--- src/hw/rtl/elrh_pkg.sv ---
package elrh_pkg;

  // Item opcodes
  localparam logic [1:0] OP_ESTOP = 2'd0;
  localparam logic [1:0] OP_RESET = 2'd1;
  localparam logic [1:0] OP_FATAL = 2'd2;
  localparam logic [1:0] OP_TICK  = 2'd3;

  // Command origin
  localparam logic [1:0] SRC_OTHER   = 2'd0;
  localparam logic [1:0] SRC_INPUT   = 2'd1;
  localparam logic [1:0] SRC_SORTING = 2'd2;

  // Domain status
  localparam logic [1:0] SYNC_STOPPED  = 2'd1;
  localparam logic [1:0] SYNC_RELEASED = 2'd2;

  // Release handshake phases (code 3 never stored, reads as idle)
  localparam logic [1:0] PH_IDLE          = 2'd0;
  localparam logic [1:0] PH_WAIT_STOPPED  = 2'd1;
  localparam logic [1:0] PH_WAIT_RELEASED = 2'd2;
  localparam logic [1:0] PH_SPARE         = 2'd3;

  // Event kinds
  localparam logic [1:0] EV_LATCHED  = 2'd0;
  localparam logic [1:0] EV_REJECTED = 2'd1;
  localparam logic [1:0] EV_COMPLETE = 2'd2;

  // Reset result codes
  localparam logic [1:0] RC_OK          = 2'd0;
  localparam logic [1:0] RC_TIMEOUT     = 2'd1;
  localparam logic [1:0] RC_INPUT_NR    = 2'd2;
  localparam logic [1:0] RC_SORTING_NR  = 2'd3;

  // Motor actions
  localparam logic [1:0] MA_NONE    = 2'd0;
  localparam logic [1:0] MA_LATCH   = 2'd1;
  localparam logic [1:0] MA_RELEASE = 2'd2;

  // Configuration register indexes
  localparam logic [1:0] CFG_MAX_ATTEMPTS  = 2'd0;
  localparam logic [1:0] CFG_CAUSE_INPUT   = 2'd1;
  localparam logic [1:0] CFG_CAUSE_SORTING = 2'd2;

  localparam logic [15:0] MAX_ATTEMPTS_RST  = 16'd250;
  localparam logic [7:0]  CAUSE_INPUT_RST   = 8'd1;
  localparam logic [7:0]  CAUSE_SORTING_RST = 8'd2;

  // Result queue
  localparam int RES_DEPTH = 4;
  localparam int RES_PTR_W = $clog2(RES_DEPTH);
  localparam int RES_CNT_W = $clog2(RES_DEPTH + 1);

  typedef struct packed {
    logic        event_valid;
    logic [1:0]  event_kind;
    logic [1:0]  event_targets;
    logic [7:0]  event_cause;
    logic [31:0] event_time;
    logic [1:0]  reset_code;
    logic [1:0]  motor_action;
    logic        release_request;
    logic [1:0]  latched_mask;
    logic        releasing;
    logic        last;
  } res_t;

  // Push request from the step logic to the result queue
  typedef struct packed {
    logic en;
    logic two;
  } push_t;

endpackage

--- src/hw/rtl/elrh_in_if.sv ---
interface elrh_in_if;
  logic        valid;
  logic        ready;
  logic [1:0]  opcode;
  logic [1:0]  source_channel;
  logic [7:0]  fatal_cause;
  logic [31:0] now_tick;
  logic [1:0]  input_sync;
  logic [1:0]  sorting_sync;
  logic        input_release_accepted;
  logic        sorting_release_accepted;

  modport source (
    output valid, opcode, source_channel, fatal_cause, now_tick, input_sync,
           sorting_sync, input_release_accepted, sorting_release_accepted,
    input  ready
  );
  modport sink (
    input  valid, opcode, source_channel, fatal_cause, now_tick, input_sync,
           sorting_sync, input_release_accepted, sorting_release_accepted,
    output ready
  );
endinterface

--- src/hw/rtl/elrh_out_if.sv ---
interface elrh_out_if;
  logic        valid;
  logic        ready;
  logic        event_valid;
  logic [1:0]  event_kind;
  logic [1:0]  event_targets;
  logic [7:0]  event_cause;
  logic [31:0] event_time;
  logic [1:0]  reset_code;
  logic [1:0]  motor_action;
  logic        release_request;
  logic [1:0]  latched_mask;
  logic        releasing;
  logic        last;

  modport source (
    output valid, event_valid, event_kind, event_targets, event_cause, event_time,
           reset_code, motor_action, release_request, latched_mask, releasing, last,
    input  ready
  );
  modport sink (
    input  valid, event_valid, event_kind, event_targets, event_cause, event_time,
           reset_code, motor_action, release_request, latched_mask, releasing, last,
    output ready
  );
endinterface

--- src/hw/rtl/elrh_cfg_if.sv ---
interface elrh_cfg_if;
  logic        valid;
  logic        ready;
  logic [1:0]  index;
  logic [15:0] data;

  modport source (output valid, index, data, input ready);
  modport sink (input valid, index, data, output ready);
endinterface

--- src/hw/rtl/elrh_core.sv ---
module elrh_core
  import elrh_pkg::*;
(
  input  logic       clk,
  input  logic       rst,
  elrh_in_if.sink    item,
  elrh_cfg_if.sink   cfg,
  input  logic       space,
  output push_t      push,
  output res_t       res_a,
  output res_t       res_b
);

  typedef struct packed {
    logic [1:0]  phase;
    logic [15:0] poll;
    logic        made;
    logic        relreq;
    logic        clr;
    logic        ev_valid;
    logic [1:0]  kind;
    logic [1:0]  code;
    logic [1:0]  motor;
  } svc_t;

  // Configuration registers
  logic [15:0] max_attempts;
  logic [7:0]  cause_code_input;
  logic [7:0]  cause_code_sorting;

  // Latch state
  logic        estop_active, estop_active_next;
  logic [1:0]  phase [2];
  logic [1:0]  phase_next [2];
  logic [15:0] poll [2];
  logic [15:0] poll_next [2];
  logic [1:0]  latched, latched_next;
  logic [7:0]  stored_cause, stored_cause_next;

  logic        accept;
  logic        rst_dom;
  logic        rel;
  logic [7:0]  latch_cause;
  svc_t        svc0, svc1;
  res_t        r0, r1;

  // One service poll of a single domain's release handshake
  function automatic svc_t service_dom(
    input logic [1:0]  ph,
    input logic [15:0] pc,
    input logic [1:0]  sync,
    input logic        acc,
    input logic        dom,
    input logic [15:0] max_att
  );
    svc_t        s;
    logic        fail;
    logic [1:0]  fcode;
    logic [15:0] cnt;
    s       = '0;
    s.phase = ph;
    s.poll  = pc;
    fail    = 1'b0;
    fcode   = RC_TIMEOUT;
    cnt     = pc + 16'd1;
    unique case (ph)
      PH_WAIT_STOPPED: begin
        if (sync == SYNC_STOPPED) begin
          if (acc) begin
            s.phase  = PH_WAIT_RELEASED;
            s.poll   = '0;
            s.relreq = 1'b1;
            s.made   = 1'b1;
          end else begin
            fail = 1'b1;
          end
        end else begin
          fail  = 1'b1;
          fcode = dom ? RC_SORTING_NR : RC_INPUT_NR;
        end
      end
      PH_WAIT_RELEASED: begin
        if (sync == SYNC_RELEASED) begin
          s.phase    = PH_IDLE;
          s.poll     = '0;
          s.clr      = 1'b1;
          s.ev_valid = 1'b1;
          s.kind     = EV_COMPLETE;
          s.motor    = MA_RELEASE;
          s.made     = 1'b1;
        end else begin
          fail = 1'b1;
        end
      end
      default: begin
        s.phase = PH_IDLE;
      end
    endcase
    // failed poll: count, reject the phase at the limit
    if (fail) begin
      if (cnt >= max_att) begin
        s.phase    = PH_IDLE;
        s.poll     = '0;
        s.ev_valid = 1'b1;
        s.kind     = EV_REJECTED;
        s.code     = fcode;
        s.made     = 1'b1;
      end else begin
        s.poll = cnt;
      end
    end
    return s;
  endfunction

  assign accept     = item.valid & item.ready;
  assign item.ready = space;
  assign cfg.ready  = 1'b1;

  assign svc0 = service_dom(phase[0], poll[0], item.input_sync,
                            item.input_release_accepted, 1'b0, max_attempts);
  assign svc1 = service_dom(phase[1], poll[1], item.sorting_sync,
                            item.sorting_release_accepted, 1'b1, max_attempts);

  // Per-domain result words (status fields filled in below)
  always_comb begin
    r0                 = '0;
    r0.event_valid     = svc0.ev_valid;
    r0.event_kind      = svc0.kind;
    r0.event_targets   = 2'b01;
    r0.event_cause     = svc0.ev_valid ? stored_cause : 8'd0;
    r0.event_time      = svc0.ev_valid ? item.now_tick : 32'd0;
    r0.reset_code      = svc0.code;
    r0.motor_action    = svc0.motor;
    r0.release_request = svc0.relreq;
    r1                 = '0;
    r1.event_valid     = svc1.ev_valid;
    r1.event_kind      = svc1.kind;
    r1.event_targets   = 2'b10;
    r1.event_cause     = svc1.ev_valid ? stored_cause : 8'd0;
    r1.event_time      = svc1.ev_valid ? item.now_tick : 32'd0;
    r1.reset_code      = svc1.code;
    r1.motor_action    = svc1.motor;
    r1.release_request = svc1.relreq;
  end

  assign latch_cause = (item.opcode == OP_FATAL) ? item.fatal_cause :
                       (item.source_channel == SRC_SORTING) ? cause_code_sorting :
                       cause_code_input;
  assign rst_dom = (item.source_channel == SRC_SORTING);

  // Step logic for one item
  always_comb begin
    estop_active_next = estop_active;
    phase_next[0]     = phase[0];
    phase_next[1]     = phase[1];
    poll_next[0]      = poll[0];
    poll_next[1]      = poll[1];
    latched_next      = latched;
    stored_cause_next = stored_cause;
    res_a             = '0;
    res_b             = '0;
    push.en           = accept;
    push.two          = 1'b0;
    unique case (item.opcode) inside
      OP_ESTOP, OP_FATAL: begin
        estop_active_next   = 1'b1;
        phase_next[0]       = PH_IDLE;
        phase_next[1]       = PH_IDLE;
        poll_next[0]        = '0;
        poll_next[1]        = '0;
        latched_next        = 2'b11;
        stored_cause_next   = latch_cause;
        res_a.event_valid   = 1'b1;
        res_a.event_kind    = EV_LATCHED;
        res_a.event_targets = 2'b11;
        res_a.event_cause   = latch_cause;
        res_a.event_time    = item.now_tick;
        res_a.motor_action  = MA_LATCH;
      end
      OP_RESET: begin
        if ((item.source_channel == SRC_INPUT || item.source_channel == SRC_SORTING) &&
            latched[rst_dom] &&
            (phase[rst_dom] == PH_IDLE || phase[rst_dom] == PH_SPARE)) begin
          phase_next[rst_dom] = PH_WAIT_STOPPED;
          poll_next[rst_dom]  = '0;
        end
      end
      OP_TICK: begin
        if (estop_active) begin
          phase_next[0] = svc0.phase;
          phase_next[1] = svc1.phase;
          poll_next[0]  = svc0.poll;
          poll_next[1]  = svc1.poll;
          latched_next  = latched & ~{svc1.clr, svc0.clr};
          if ((svc0.clr || svc1.clr) && latched_next == 2'b00) begin
            estop_active_next = 1'b0;
          end
          // input domain first; an empty tick leaves a status word
          if (svc0.made) begin
            res_a = r0;
            if (svc1.made) begin
              res_b    = r1;
              push.two = 1'b1;
            end
          end else if (svc1.made) begin
            res_a = r1;
          end
        end
      end
      default: begin
      end
    endcase
    rel = estop_active_next &&
          (phase_next[0] != PH_IDLE || phase_next[1] != PH_IDLE);
    res_a.latched_mask = latched_next;
    res_a.releasing    = rel;
    res_a.last         = ~push.two;
    res_b.latched_mask = latched_next;
    res_b.releasing    = rel;
    res_b.last         = 1'b1;
  end

  // State registers
  always_ff @(posedge clk) begin
    if (rst) begin
      estop_active <= 1'b0;
      phase[0]     <= PH_IDLE;
      phase[1]     <= PH_IDLE;
      poll[0]      <= '0;
      poll[1]      <= '0;
      latched      <= '0;
      stored_cause <= '0;
    end else if (accept) begin
      estop_active <= estop_active_next;
      phase[0]     <= phase_next[0];
      phase[1]     <= phase_next[1];
      poll[0]      <= poll_next[0];
      poll[1]      <= poll_next[1];
      latched      <= latched_next;
      stored_cause <= stored_cause_next;
    end
  end

  // Configuration writes
  always_ff @(posedge clk) begin
    if (rst) begin
      max_attempts       <= MAX_ATTEMPTS_RST;
      cause_code_input   <= CAUSE_INPUT_RST;
      cause_code_sorting <= CAUSE_SORTING_RST;
    end else if (cfg.valid && cfg.ready) begin
      unique case (cfg.index)
        CFG_MAX_ATTEMPTS:  max_attempts       <= cfg.data;
        CFG_CAUSE_INPUT:   cause_code_input   <= cfg.data[7:0];
        CFG_CAUSE_SORTING: cause_code_sorting <= cfg.data[7:0];
        default: begin
        end
      endcase
    end
  end

  // estop active only while some domain is still latched
  a_active_latched: assert property (@(posedge clk) disable iff (rst)
    estop_active |-> latched != 2'b00)
    else $error("estop active with no latched domain");

  // a running handshake belongs to a latched domain
  a_phase_latched: assert property (@(posedge clk) disable iff (rst)
    (phase[0] == PH_IDLE || latched[0]) && (phase[1] == PH_IDLE || latched[1]))
    else $error("handshake running on an unlatched domain");

  // an accepted estop or fatal trigger latches both domains
  a_latch_all: assert property (@(posedge clk) disable iff (rst)
    accept && (item.opcode == OP_ESTOP || item.opcode == OP_FATAL) |=>
      estop_active && latched == 2'b11 && phase[0] == PH_IDLE && phase[1] == PH_IDLE)
    else $error("estop did not latch both domains");

endmodule

--- src/hw/rtl/elrh_fifo.sv ---
module elrh_fifo
  import elrh_pkg::*;
(
  input  logic        clk,
  input  logic        rst,
  input  push_t       push,
  input  res_t        res_a,
  input  res_t        res_b,
  output logic        space,
  elrh_out_if.source  result
);

  res_t                 mem [RES_DEPTH];
  logic [RES_PTR_W-1:0] wr_ptr, rd_ptr;
  logic [RES_PTR_W-1:0] wr_ptr_b;
  logic [RES_CNT_W-1:0] count;
  logic [RES_CNT_W-1:0] push_n;
  logic                 pop;
  res_t                 head;

  assign pop      = result.valid & result.ready;
  assign push_n   = push.en ? (push.two ? RES_CNT_W'(2) : RES_CNT_W'(1)) : '0;
  assign wr_ptr_b = wr_ptr + RES_PTR_W'(1);
  // room for the largest burst one item can leave
  assign space    = (count <= RES_CNT_W'(RES_DEPTH - 2));

  // Pointers and fill level
  always_ff @(posedge clk) begin
    if (rst) begin
      wr_ptr <= '0;
      rd_ptr <= '0;
      count  <= '0;
    end else begin
      wr_ptr <= wr_ptr + push_n[RES_PTR_W-1:0];
      if (pop) begin
        rd_ptr <= rd_ptr + RES_PTR_W'(1);
      end
      count <= count + push_n - RES_CNT_W'(pop);
    end
  end

  // Result storage
  always_ff @(posedge clk) begin
    if (push.en) begin
      mem[wr_ptr] <= res_a;
      if (push.two) begin
        mem[wr_ptr_b] <= res_b;
      end
    end
  end

  // Head word onto the port
  assign head                   = mem[rd_ptr];
  assign result.valid           = (count != '0);
  assign result.event_valid     = head.event_valid;
  assign result.event_kind      = head.event_kind;
  assign result.event_targets   = head.event_targets;
  assign result.event_cause     = head.event_cause;
  assign result.event_time      = head.event_time;
  assign result.reset_code      = head.reset_code;
  assign result.motor_action    = head.motor_action;
  assign result.release_request = head.release_request;
  assign result.latched_mask    = head.latched_mask;
  assign result.releasing       = head.releasing;
  assign result.last            = head.last;

  a_no_overflow: assert property (@(posedge clk) disable iff (rst)
    count <= RES_CNT_W'(RES_DEPTH))
    else $error("result queue overflow");

  a_push_room: assert property (@(posedge clk) disable iff (rst)
    push.en |-> space)
    else $error("push without room");

  a_push_shows: assert property (@(posedge clk) disable iff (rst)
    push.en |=> result.valid)
    else $error("pushed word not presented");

endmodule

--- src/hw/rtl/estop_latch_release_handshake.sv ---
// Channel  | Dir | Handshake      | Word
// item     | in  | valid / ready  | opcode, source, fatal cause, time, domain status
// result   | out | valid / ready  | event report and latch status, last flag
// cfg      | in  | valid / ready  | register index, write data (ready always high)
//
// An item is worked out in the cycle it is accepted; its one or two result words
// are written into the result queue at that same edge, offered behind words queued
// before. A new item follows every cycle while the four-word queue has room for two.
// Synchronous active-high reset: latch cleared, registers to defaults.
// A stalled result side fills the queue and then drops item ready.
module estop_latch_release_handshake
  import elrh_pkg::*;
(
  input  logic        clk,
  input  logic        rst,
  elrh_in_if.sink     item,
  elrh_out_if.source  result,
  elrh_cfg_if.sink    cfg
);

  push_t push;
  res_t  res_a;
  res_t  res_b;
  logic  space;

  elrh_core u_core (
    .clk   (clk),
    .rst   (rst),
    .item  (item),
    .cfg   (cfg),
    .space (space),
    .push  (push),
    .res_a (res_a),
    .res_b (res_b)
  );

  elrh_fifo u_fifo (
    .clk    (clk),
    .rst    (rst),
    .push   (push),
    .res_a  (res_a),
    .res_b  (res_b),
    .space  (space),
    .result (result)
  );

endmodule
--- src/flat_wrapper.sv ---
// flat-port wrapper written by rule: the top's interface ports become plain ports
module estop_latch_release_handshake_flat import elrh_pkg::*;
  (clk, rst, item_valid, item_opcode, item_source_channel, item_fatal_cause, item_now_tick, item_input_sync, item_sorting_sync, item_input_release_accepted, item_sorting_release_accepted, item_ready, result_valid, result_event_valid, result_event_kind, result_event_targets, result_event_cause, result_event_time, result_reset_code, result_motor_action, result_release_request, result_latched_mask, result_releasing, result_last, result_ready, cfg_valid, cfg_index, cfg_data, cfg_ready);
  elrh_in_if item_i ();
  elrh_out_if result_i ();
  elrh_cfg_if cfg_i ();
  input  logic clk;
  input  logic rst;
  input wire logic [$bits(item_i.valid)-1:0] item_valid;
  input wire logic [$bits(item_i.opcode)-1:0] item_opcode;
  input wire logic [$bits(item_i.source_channel)-1:0] item_source_channel;
  input wire logic [$bits(item_i.fatal_cause)-1:0] item_fatal_cause;
  input wire logic [$bits(item_i.now_tick)-1:0] item_now_tick;
  input wire logic [$bits(item_i.input_sync)-1:0] item_input_sync;
  input wire logic [$bits(item_i.sorting_sync)-1:0] item_sorting_sync;
  input wire logic [$bits(item_i.input_release_accepted)-1:0] item_input_release_accepted;
  input wire logic [$bits(item_i.sorting_release_accepted)-1:0] item_sorting_release_accepted;
  output wire logic [$bits(item_i.ready)-1:0] item_ready;
  output wire logic [$bits(result_i.valid)-1:0] result_valid;
  output wire logic [$bits(result_i.event_valid)-1:0] result_event_valid;
  output wire logic [$bits(result_i.event_kind)-1:0] result_event_kind;
  output wire logic [$bits(result_i.event_targets)-1:0] result_event_targets;
  output wire logic [$bits(result_i.event_cause)-1:0] result_event_cause;
  output wire logic [$bits(result_i.event_time)-1:0] result_event_time;
  output wire logic [$bits(result_i.reset_code)-1:0] result_reset_code;
  output wire logic [$bits(result_i.motor_action)-1:0] result_motor_action;
  output wire logic [$bits(result_i.release_request)-1:0] result_release_request;
  output wire logic [$bits(result_i.latched_mask)-1:0] result_latched_mask;
  output wire logic [$bits(result_i.releasing)-1:0] result_releasing;
  output wire logic [$bits(result_i.last)-1:0] result_last;
  input wire logic [$bits(result_i.ready)-1:0] result_ready;
  input wire logic [$bits(cfg_i.valid)-1:0] cfg_valid;
  input wire logic [$bits(cfg_i.index)-1:0] cfg_index;
  input wire logic [$bits(cfg_i.data)-1:0] cfg_data;
  output wire logic [$bits(cfg_i.ready)-1:0] cfg_ready;
  assign item_i.valid = item_valid;
  assign item_i.opcode = item_opcode;
  assign item_i.source_channel = item_source_channel;
  assign item_i.fatal_cause = item_fatal_cause;
  assign item_i.now_tick = item_now_tick;
  assign item_i.input_sync = item_input_sync;
  assign item_i.sorting_sync = item_sorting_sync;
  assign item_i.input_release_accepted = item_input_release_accepted;
  assign item_i.sorting_release_accepted = item_sorting_release_accepted;
  assign item_ready = item_i.ready;
  assign result_valid = result_i.valid;
  assign result_event_valid = result_i.event_valid;
  assign result_event_kind = result_i.event_kind;
  assign result_event_targets = result_i.event_targets;
  assign result_event_cause = result_i.event_cause;
  assign result_event_time = result_i.event_time;
  assign result_reset_code = result_i.reset_code;
  assign result_motor_action = result_i.motor_action;
  assign result_release_request = result_i.release_request;
  assign result_latched_mask = result_i.latched_mask;
  assign result_releasing = result_i.releasing;
  assign result_last = result_i.last;
  assign result_i.ready = result_ready;
  assign cfg_i.valid = cfg_valid;
  assign cfg_i.index = cfg_index;
  assign cfg_i.data = cfg_data;
  assign cfg_ready = cfg_i.ready;
  estop_latch_release_handshake u_core (.clk(clk), .rst(rst), .item(item_i), .result(result_i), .cfg(cfg_i));
endmodule
--- config.mk ---
export PLATFORM = sky130hd
export DESIGN_NAME = estop_latch_release_handshake_flat
export DESIGN_NICKNAME = d
export VERILOG_FILES = /design/src/hw/rtl/elrh_pkg.sv /design/src/hw/rtl/elrh_in_if.sv /design/src/hw/rtl/elrh_out_if.sv /design/src/hw/rtl/elrh_cfg_if.sv /design/src/hw/rtl/elrh_core.sv /design/src/hw/rtl/elrh_fifo.sv /design/src/hw/rtl/estop_latch_release_handshake.sv /design/src/flat_wrapper.sv
export SDC_FILE = /design/constraint.sdc
export NUM_CORES = 1
export LEC_CHECK = 0
export ABC_AREA = 1
export BUFFER_PORTS_ARGS = -buffer_cell sky130_fd_sc_hd__buf_2
export CAP_MARGIN = 5
export CORE_ASPECT_RATIO = 1.4
export CORE_MARGIN = 5
export CORE_UTILIZATION = 60
export CTS_CLUSTER_SIZE = 16
export DETAILED_ROUTE_END_ITERATION = 16
export GPL_TIMING_DRIVEN = 0
export PLACE_DENSITY_LB_ADDON = 0.15
export SLEW_MARGIN = 20
export SYNTH_ARGS = -nofsm -noshare
export SYNTH_HDL_FRONTEND = slang
export SYNTH_HIERARCHICAL = 1
export SYNTH_SLANG_ARGS = --single-unit
--- constraint.sdc ---
create_clock -name clk -period 16.1 [get_ports clk]
set_input_delay 0.805 -clock clk [delete_from_list [all_inputs] [get_ports clk]]
set_output_delay 0.805 -clock clk [all_outputs]
set_load 0.1 [all_outputs]
==> key figures, run 1 <==
Clock tree
  • Root buffer cell: clkbuf_16
  • Skew-Pair Late Insertion Delay: 0.58 ns
  • Post-CTS Setup Bufs: 0
  • Clock tree buffer depth: 3
  • CTS tree: built
  • Post-CTS resize count: 0
  • Cts bufs inserted: 29
  • Clk slew on worst S/H paths: 0.07 ns
  • H-tree levels: 1
  • Hold buffers post-CTS: 0
  • Clock sinks: 304

Route
  • Avg WL per Cell: 18.6 um
  • WL final: 48,400 um
  • Vias post-DR: 14,979
  • DRT antenna net count: 0
  • DRT iter0 DRCs: 1,171
  • Initial DRT Pass Iterations: 7
  • Via-per-instance ratio: 5.77
  • Drc violations: 0

Worst setup path
  • Crit path buf inv count: 5
  • Worst Path Required: 16.40 ns
  • Worst R2R Start: u_core/u_core/poll[0][16]$_SDFFCE_PN0P_
  • WP data arrival: 5.44 ns
  • Critical-path cell list: ha_1, nand2_1, nor2_1, nand3_1, nor2_2, nand2_1, nor2_1, xor2_1, inv_1, ha_1, nand2_1, nor2_1, a21oi_1, nand2_2, nand2_4, inv_1, o21ai_0, nor2_2, nand2_2, inv_4, nand2_4, clkbuf_1, nand2_4, buf_12
  • WS Path Type: flip-flop to flip-flop
  • Crit-path max cell delay: 0.66 ns
  • Crit path max fanout: 30
  • Delay-heaviest family, CP: simple AND/OR/NAND/NOR gates
  • Reg2reg setup slack: 10.96 ns
  • Setup crit start kind: flip-flop
  • Worst Setup End Kind: flip-flop
  • Slowest-stage cell, CP: clkbuf_1
  • Worst r2r dst: u_core/u_fifo/mem[1][0]$_DFFE_PP_
  • R2R depth: 24

Cells and area
  • Diode count: 0
  • Nets: 2,319
  • Layout cell share with drive strength beyond 1: 14.3%
  • Register Area: 8610 um2
  • Post-synthesis to final-layout area growth: 13.5%
  • Fin cells: 2,595
  • # fillers: 2,256
  • Fin area: 19,300 um2
  • Multi-input gate area: 6970 um2

Power
  • Pwr Density: 146 nW/um2
  • Static Leak: 7.68 nW
  • Pwr Total: 2.82 mW
  • Worst VDD drop: 0.000110 V
  • Switch share: 44.2%
  • Sw power: 1.25 mW
  • Int Pwr: 1.57 mW
  • Seq pwr share: 35.3%
  • Combinational power share: 39.6%
  • Clock group share of total power: 25.1%

Global route
  • Tot GR Track Use: 29.6%
  • Initial antenna violation count: 1
  • Vias in the first global route: 15,198
  • Global route overflow: 0
  • Largest net degree at the start of global routing: 43
  • Global-route wire length before repair: 76,100 um

Place
  • Post-detail-place hpwl: 33,900 um
  • # port buffers: 128
  • Final Wtd Congestion: 0.931
  • Area post-placement: 18,300 um2
  • Dpl ws: 11.08 ns
  • Dpl cells: 2,541

STA
  • Fmax: 195 MHz
  • Fin. Hold Viols: 0
  • Setup_tns: 0 ns
  • Fin crit period: 5.14 ns
  • Post-Route Skew: 0.0302 ns
  • # setup viols final: 0
  • Setup WS post-layout: 10.96 ns
  • RSZ-0062 raised after global routing: no
  • Slew Limit Headroom: 38.6%
  • Final Max Tran Viols: 0
  • Period utilization: 31.9%
  • Worst slew pin tran: 0.913 ns

Floorplan
  • IO Count: 130
  • Die area: 31,800 um2
  • Core area: 27,700 um2
  • Initial core utilization: 61.2%
  • Die Wd: 152 um
  • FP Rows: 72
  • Die Ht: 209 um

Logic synthesis
  • Main flop type after synthesis: edfxtp_1
  • Seq/Total Area, Yosys: 50.7%
  • Post-synthesis register bit count: 304
  • Synth Cell Area: 17,000 um2
  • Mean Syn Cell Area: 8.35 um2
  • Cells after synthesis: 2,033
  • Yosys warning count: 6
  • Post-synth EDFFs: 252
  • Asr flop ratio synth: 0%
  • Distinct cells, synth: 51

Min path
  • Worst Hold Class: flip-flop to flip-flop
  • Hold path endpoint: u_core/u_core/cause_code_sorting[1]$_SDFFE_PP1P_
  • Hold Path Origin: u_core/u_core/cause_code_sorting[1]$_SDFFE_PP1P_
  • Worst Hold Path Cells: 2

Run
  • Max cap viols: 0

Outcome
  • Outcome: completed
==> synthesized netlist by cell type, types with 8 or more instances <==
master    number  area [um2]
nand2_1      431        1620
o21ai_0      338        1690
edfxtp_1     252        7570
nor2_1       249         935
inv_1        203         762
a21oi_1       76         380
clkbuf_1      68         255
o22ai_1       58         363
dfxtp_1       52        1040
ha_1          43         538
nor2_2        37         231
o21ai_1       29         145
nand3_1       21         105
buf_2         20         100
xor2_1        18         158
inv_2         15        56.3
buf_4         14         105
buf_6         11         124
o21ai_2       10        87.6
a31oi_1        9        56.3
nor3_1         8        40.0
==> final cells by class <==
class	instances	share of cell area [%]
sequential	304	44.7
multi-input combinational	1394	36.2
inverter	220	4.30
timing repair buffer	136	4.22
clock buffer	35	3.88
buffer	117	3.21
tap	370	2.40
clock inverter	19	1.14
==> layer usage <==
layer / global-route usage (%) / up-vias / wire, um
li1: - / 7145 / -
met4: 17.7 / 2 / 3120
met5: 0 / - / 13
met2: 54.5 / 763 / 24800
met3: 3.91 / 210 / 3670
met1: 32.2 / 6859 / 16800
==> stage by stage <==
step / util [%] / hold WS [ns]
after detailed placement: 66.0 / 0.462
after floorplan: - / 0.429
after CTS: 69.4 / 0.476
after global routing: 69.4 / 0.506
after global placement: 65.2 / 0.457
final: 69.4 / 0.478
==> worst reg2reg max path, delay by kind of cell, from the launching register on <==
family	cells	cell delay (ns)
adder cells (fa/ha/maj)	2	0.50
AND/OR/NAND/NOR	14	2.01
AO/OA/AOI/OAI	2	0.50
buffers and inverters	5	1.24
XOR/XNOR	1	0.18
flip-flops	1	0.43
==> how the worst max path moves through the flow <==
| stage | startpoint | end | slack, ns | cells after the start |
|---|---|---|---|---|
| 3_3_place_gp | item_valid | u_core/u_fifo/mem[3][36]$_DFFE_PP_ | 7.16 | 6 |
| 3_5_place_dp | u_core/u_core/poll[0][0]$_SDFFCE_PN0P_ | u_core/u_fifo/mem[1][36]$_DFFE_PP_ | 11.08 | 25 |
| 6_report | u_core/u_core/poll[0][16]$_SDFFCE_PN0P_ | u_core/u_fifo/mem[1][0]$_DFFE_PP_ | 10.96 | 24 |
| 4_1_cts | u_core/u_core/poll[0][0]$_SDFFCE_PN0P_ | u_core/u_fifo/mem[1][0]$_DFFE_PP_ | 11.06 | 25 |
| 2_1_floorplan | u_core/u_core/poll[0][0]$_SDFFCE_PN0P_ | u_core/u_fifo/mem[3][0]$_DFFE_PP_ | 10.43 | 24 |
| 5_1_grt | u_core/u_core/poll[0][0]$_SDFFCE_PN0P_ | u_core/u_fifo/mem[1][15]$_DFFE_PP_ | 10.68 | 25 |
==> flip-flops by register name (all words and copies together) (netlist names), named ones only <==
register,count
u_core/u_fifo/rd_ptr,2
u_core/u_core/cause_code_sorting,8
u_core/u_core/cause_code_input,8
u_core/u_core/estop_active,1
u_core/u_core/max_attempts,16
u_core/u_core/stored_cause,8
u_core/u_fifo/mem,216
u_core/u_core/phase,4
u_core/u_core/poll,32
u_core/u_fifo/wr_ptr,2
u_core/u_fifo/count,3
u_core/u_core/latched,2
==> layout by cell type (no fill, tap or decap), types with 13 or more instances in the layout <==
cell type,instances
a21oi_1,75
edfxtp_1,252
o21ai_0,337
nand2_1,428
buf_4,14
nor2_1,249
o22ai_1,58
clkbuf_16,29
ha_1,43
xor2_1,18
buf_6,13
clkbuf_1,74
o21ai_1,29
nor2_2,37
dfxtp_1,52
inv_2,15
buf_2,148
inv_1,203
nand3_1,21
==> kinds of logic (layout without fill, tap and decap cells) <==
family | after synthesis | in the layout | synth area share (%)
xor gates and xnor gates | 25 | 25 | 1.29
buffers and inverters | 337 | 527 | 8.52
other | 2 | 4 | 0.0443
adders and majority gates | 44 | 44 | 3.29
and+or+nand+nor | 782 | 782 | 19.2
DFF | 304 | 304 | 50.7
AOI/OAI and AO/OA | 539 | 539 | 16.9
==> power by group through the flow <==
stage          registers, mW  logic [mW]  clock network (mW)
6_report               0.995        1.12               0.707
5_1_grt                 1.00        1.18               0.742
4_1_cts                0.995        1.12               0.712
3_5_place_dp            1.01        1.11                   0
3_3_place_gp            1.02        1.08                   0
2_1_floorplan           1.01       0.874                   0
Power figures use the tool's default switching activity.
==> run 2: changes to the inputs <==
--- a/config.mk
+++ b/config.mk
@@ -10,7 +10,7 @@
 export CAP_MARGIN = 5
 export CORE_ASPECT_RATIO = 1.4
 export CORE_MARGIN = 5
-export CORE_UTILIZATION = 60
+export CORE_UTILIZATION = 55
 export CTS_CLUSTER_SIZE = 16
 export DETAILED_ROUTE_END_ITERATION = 16
 export GPL_TIMING_DRIVEN = 0
==> constraint.sdc (replaced) <==
create_clock -name clk -period 4.1 [get_ports clk]
set_input_delay 0.205 -clock clk [delete_from_list [all_inputs] [get_ports clk]]
set_output_delay 0.205 -clock clk [all_outputs]
set_load 0.1 [all_outputs]
==> run 2 against run 1 <==
Worst setup slack lost 11 ns. Global-route usage down 0.23 points. Sequential cell count is the same. Critical path depth did not move. First-iteration DRC count is 24% higher. Combinational power rose to 4.2 times the previous value. Critical path type unchanged.
==> key figures, run 2 (same netlist as run 1, synthesis figures left out) <==
Outcome
  • Outcome: completed

Power
  • Worst VDD drop: 0.000467 V (+320%)
  • Pwr Density: 549 nW/um2 (+280%)
  • Pwr Total: 11.5 mW (+310%)
  • Static Leak: 8.38 nW (+9.2%)

Cells and area
  • Diode count: 0 (unchanged)
  • Largest regs: u_core/u_fifo/mem: 216 flops, u_core/u_core/poll: 32 flops, u_core/u_core/max_attempts: 16 flops
  • Largest register FFs: 216 (unchanged)
  • Layout cell share with drive strength beyond 1: 21.4% (+7.1 points)
  • Register Area: 8610 um2 (unchanged)
  • Most common cell after layout, fill and taps aside: nand2_1
  • Nets: 2,413 (+4.1%)
  • # fillers: 2,381 (+5.5%)
  • Most flop-heavy register: u_core/u_fifo/mem
  • Fin util: 68.2% (-1.2 points)
  • Multi-input gate area: 7700 um2 (+11%)
  • Most frequent cells in the layout: nand2_1, o21ai_0, edfxtp_1, nor2_1, inv_1
  • Post-synthesis to final-layout area growth: 23.1%

Route
  • WL met3: 4370 um (+19%)
  • Initial DRT Pass Iterations: 6 (-1)
  • Uppermost layer routed: met5
  • WL final: 53,800 um (+11%)
  • Via-per-instance ratio: 5.75 (-0.31%)
  • DRT iter0 DRCs: 1,451 (+24%)
  • WL met1: 18,000 um (+7.1%)
  • Avg WL per Cell: 19.9 um (+6.6%)
  • Metal2 WL: 28,400 um (+15%)
  • DRT antenna net count: 0 (unchanged)
  • Drc violations: 0 (unchanged)
  • Vias post-DR: 15,583 (+4.0%)

Floorplan
  • Core area: 30,600 um2 (+10%)
  • Die Wd: 158 um (+4.2%)
  • Initial core utilization: 55.4% (-5.7 points)
  • Die Ht: 218 um (+4.2%)
  • IO Count: 130 (unchanged)
  • FP Rows: 76 (+5.6%)
  • Die area: 34,500 um2 (+8.6%)

Global route
  • Largest net degree at the start of global routing: 17 (-60%)
  • Global route overflow: 0 (unchanged)
  • Vias in the first global route: 15,139 (-0.39%)
  • Initial antenna violation count: 1 (unchanged)
  • Global-route wire length before repair: 79,300 um (+4.3%)
  • Tot GR Track Use: 29.3% (-0.23 points)

Min path
  • Worst Hold Class: input port to flip-flop
  • Worst Hold Path Cells: 4 (+2)
  • Hold path endpoint: u_core/u_core/max_attempts[1]$_SDFFE_PP1P_
  • Hold Path Origin: cfg_index[0]

Clock tree
  • Clock tree buffer depth: 3 (unchanged)
  • H-tree levels: 1 (unchanged)
  • Clk slew on worst S/H paths: 0.07 ns (about the same)
  • CTS tree: built
  • Clock sinks: 304 (unchanged)
  • Cts bufs inserted: 29 (unchanged)
  • Skew-Pair Late Insertion Delay: 0.58 ns (about the same)
  • Root buffer cell: clkbuf_16

Worst setup path
  • Crit path launch: u_core/u_core/poll[0][16]$_SDFFCE_PN0P_
  • Reg2reg setup slack: 0.05 ns (-10.91 ns)
  • Critical-path cell list: inv_2, nor2_4, nand3_2, nor2_4, nand2_2, nor2_4, nand2_1, xnor2_2, ha_1, nand2_2, nor4_4, nand2_2, nand2_2, nand2_4, inv_4, o21ai_4, nor2_4, nand2_4, clkinv_8, nand2_8, clkbuf_16, o21ai_4, clkbuf_16, clkbuf_16
  • R2R depth: 24 (unchanged)
  • Slowest-stage cell, CP: edfxtp_1
  • Worst Setup End Kind: flip-flop
  • Worst r2r dst: u_core/u_fifo/mem[3][0]$_DFFE_PP_
  • WP data arrival: 4.32 ns (-1.12 ns)
  • Setup crit start kind: flip-flop
  • WS Path Type: flip-flop to flip-flop
  • Worst R2R Start: u_core/u_core/poll[0][16]$_SDFFCE_PN0P_
  • Worst Path Required: 4.38 ns (-12.02 ns)
  • Crit path max fanout: 8 (-73%)
  • Crit-path max cell delay: 0.43 ns (-0.23 ns)

STA
  • Fin crit period: 4.05 ns (-1.09 ns)
  • Hold_ws: 0.0523 ns (-0.425 ns)
  • Fmax: 247 MHz (+27%)
  • Final Max Tran Viols: 0 (unchanged)
  • Setup WS post-layout: 0.0549 ns (-10.91 ns)
  • Worst slew pin tran: 1.29 ns (+0.379 ns)
  • Post-Route Skew: 0.0229 ns (-0.00728 ns)
  • Fin. Hold Viols: 0 (unchanged)
  • Setup_tns: 0 ns (unchanged)
  • # setup viols final: 0 (unchanged)
  • Period utilization: 98.7% (+67 points)
  • RSZ-0062 raised after global routing: yes
  • Slew Limit Headroom: 13.6% (-25 points)

Place
  • Post-detail-place hpwl: 34,100 um (+0.39%)
  • # port buffers: 128 (unchanged)
  • Dpl ws: -1.27 ns (-12.34 ns)
  • Final Wtd Congestion: 0.872 (-6.3%)

Run
  • Max cap viols: 0 (unchanged)
[run 2: layer usage]
layer,vias up,GRT usage (%)
li1,7330,-
met1,7246,32.0
met2,816,54.7
met3,189,4.17
met4,2,14.2
met5,-,0
[run 2: area by class of cell]
cell class | count | share of cell area (%)
Inverter | 220 | 4.06
Multi-Input combinational cell | 1410 | 36.9
Tap cell | 390 | 2.34
Clock buffer | 38 | 3.93
Sequential cell | 304 | 41.2
Timing Repair Buffer | 215 | 7.38
Clock inverter | 15 | 0.784
Buffer | 116 | 3.45
[run 2: stage by stage]
step	std cells	instance area [um2]
finish	2708	20900
global route	2708	20900
CTS	2678	20200
detailed placement	2558	18300
global placement	2553	18200
floorplan	2035	17000
[run 2: critical path, delay by kind of cell (launching register included)]
family,cells,cell delay [ns]
AO/OA/AOI/OAI,2,0.15
XOR/XNOR,1,0.16
adder cells (fa/ha/maj),1,0.35
AND/OR/NAND/NOR,14,1.80
flip-flops,1,0.43
buffers and inverters,6,0.84
[run 2: worst max-delay path by stage]
stage                                               endpoint  slack [ns]  depth (start not counted)
after floorplan            u_core/u_fifo/mem[3][0]$_DFFE_PP_       -0.03                         24
after global placement    u_core/u_fifo/mem[1][36]$_DFFE_PP_       -1.25                         24
after detailed placement  u_core/u_fifo/mem[1][40]$_DFFE_PP_       -1.27                         24
after CTS                  u_core/u_fifo/count[2]$_SDFF_PP0_       -0.03                         26
after global routing       u_core/u_fifo/count[2]$_SDFF_PP0_       -0.16                         27
final                      u_core/u_fifo/mem[3][0]$_DFFE_PP_        0.05                         24
[run 2: power by group]
part	switching, mW	internal (mW)	leakage [nW]
clock	1.20	1.60	0.484
combinational	3.79	0.954	5.07
sequential	0.161	3.76	2.82
[run 2: timing repair]
action	CTS	global route
hold endpoints to repair	37	0
setup buffers	40	21
pin swaps	32	21
gates cloned	9	12
resized for setup	62	138
setup endpoints to repair	435	442
hold buffers	18	0
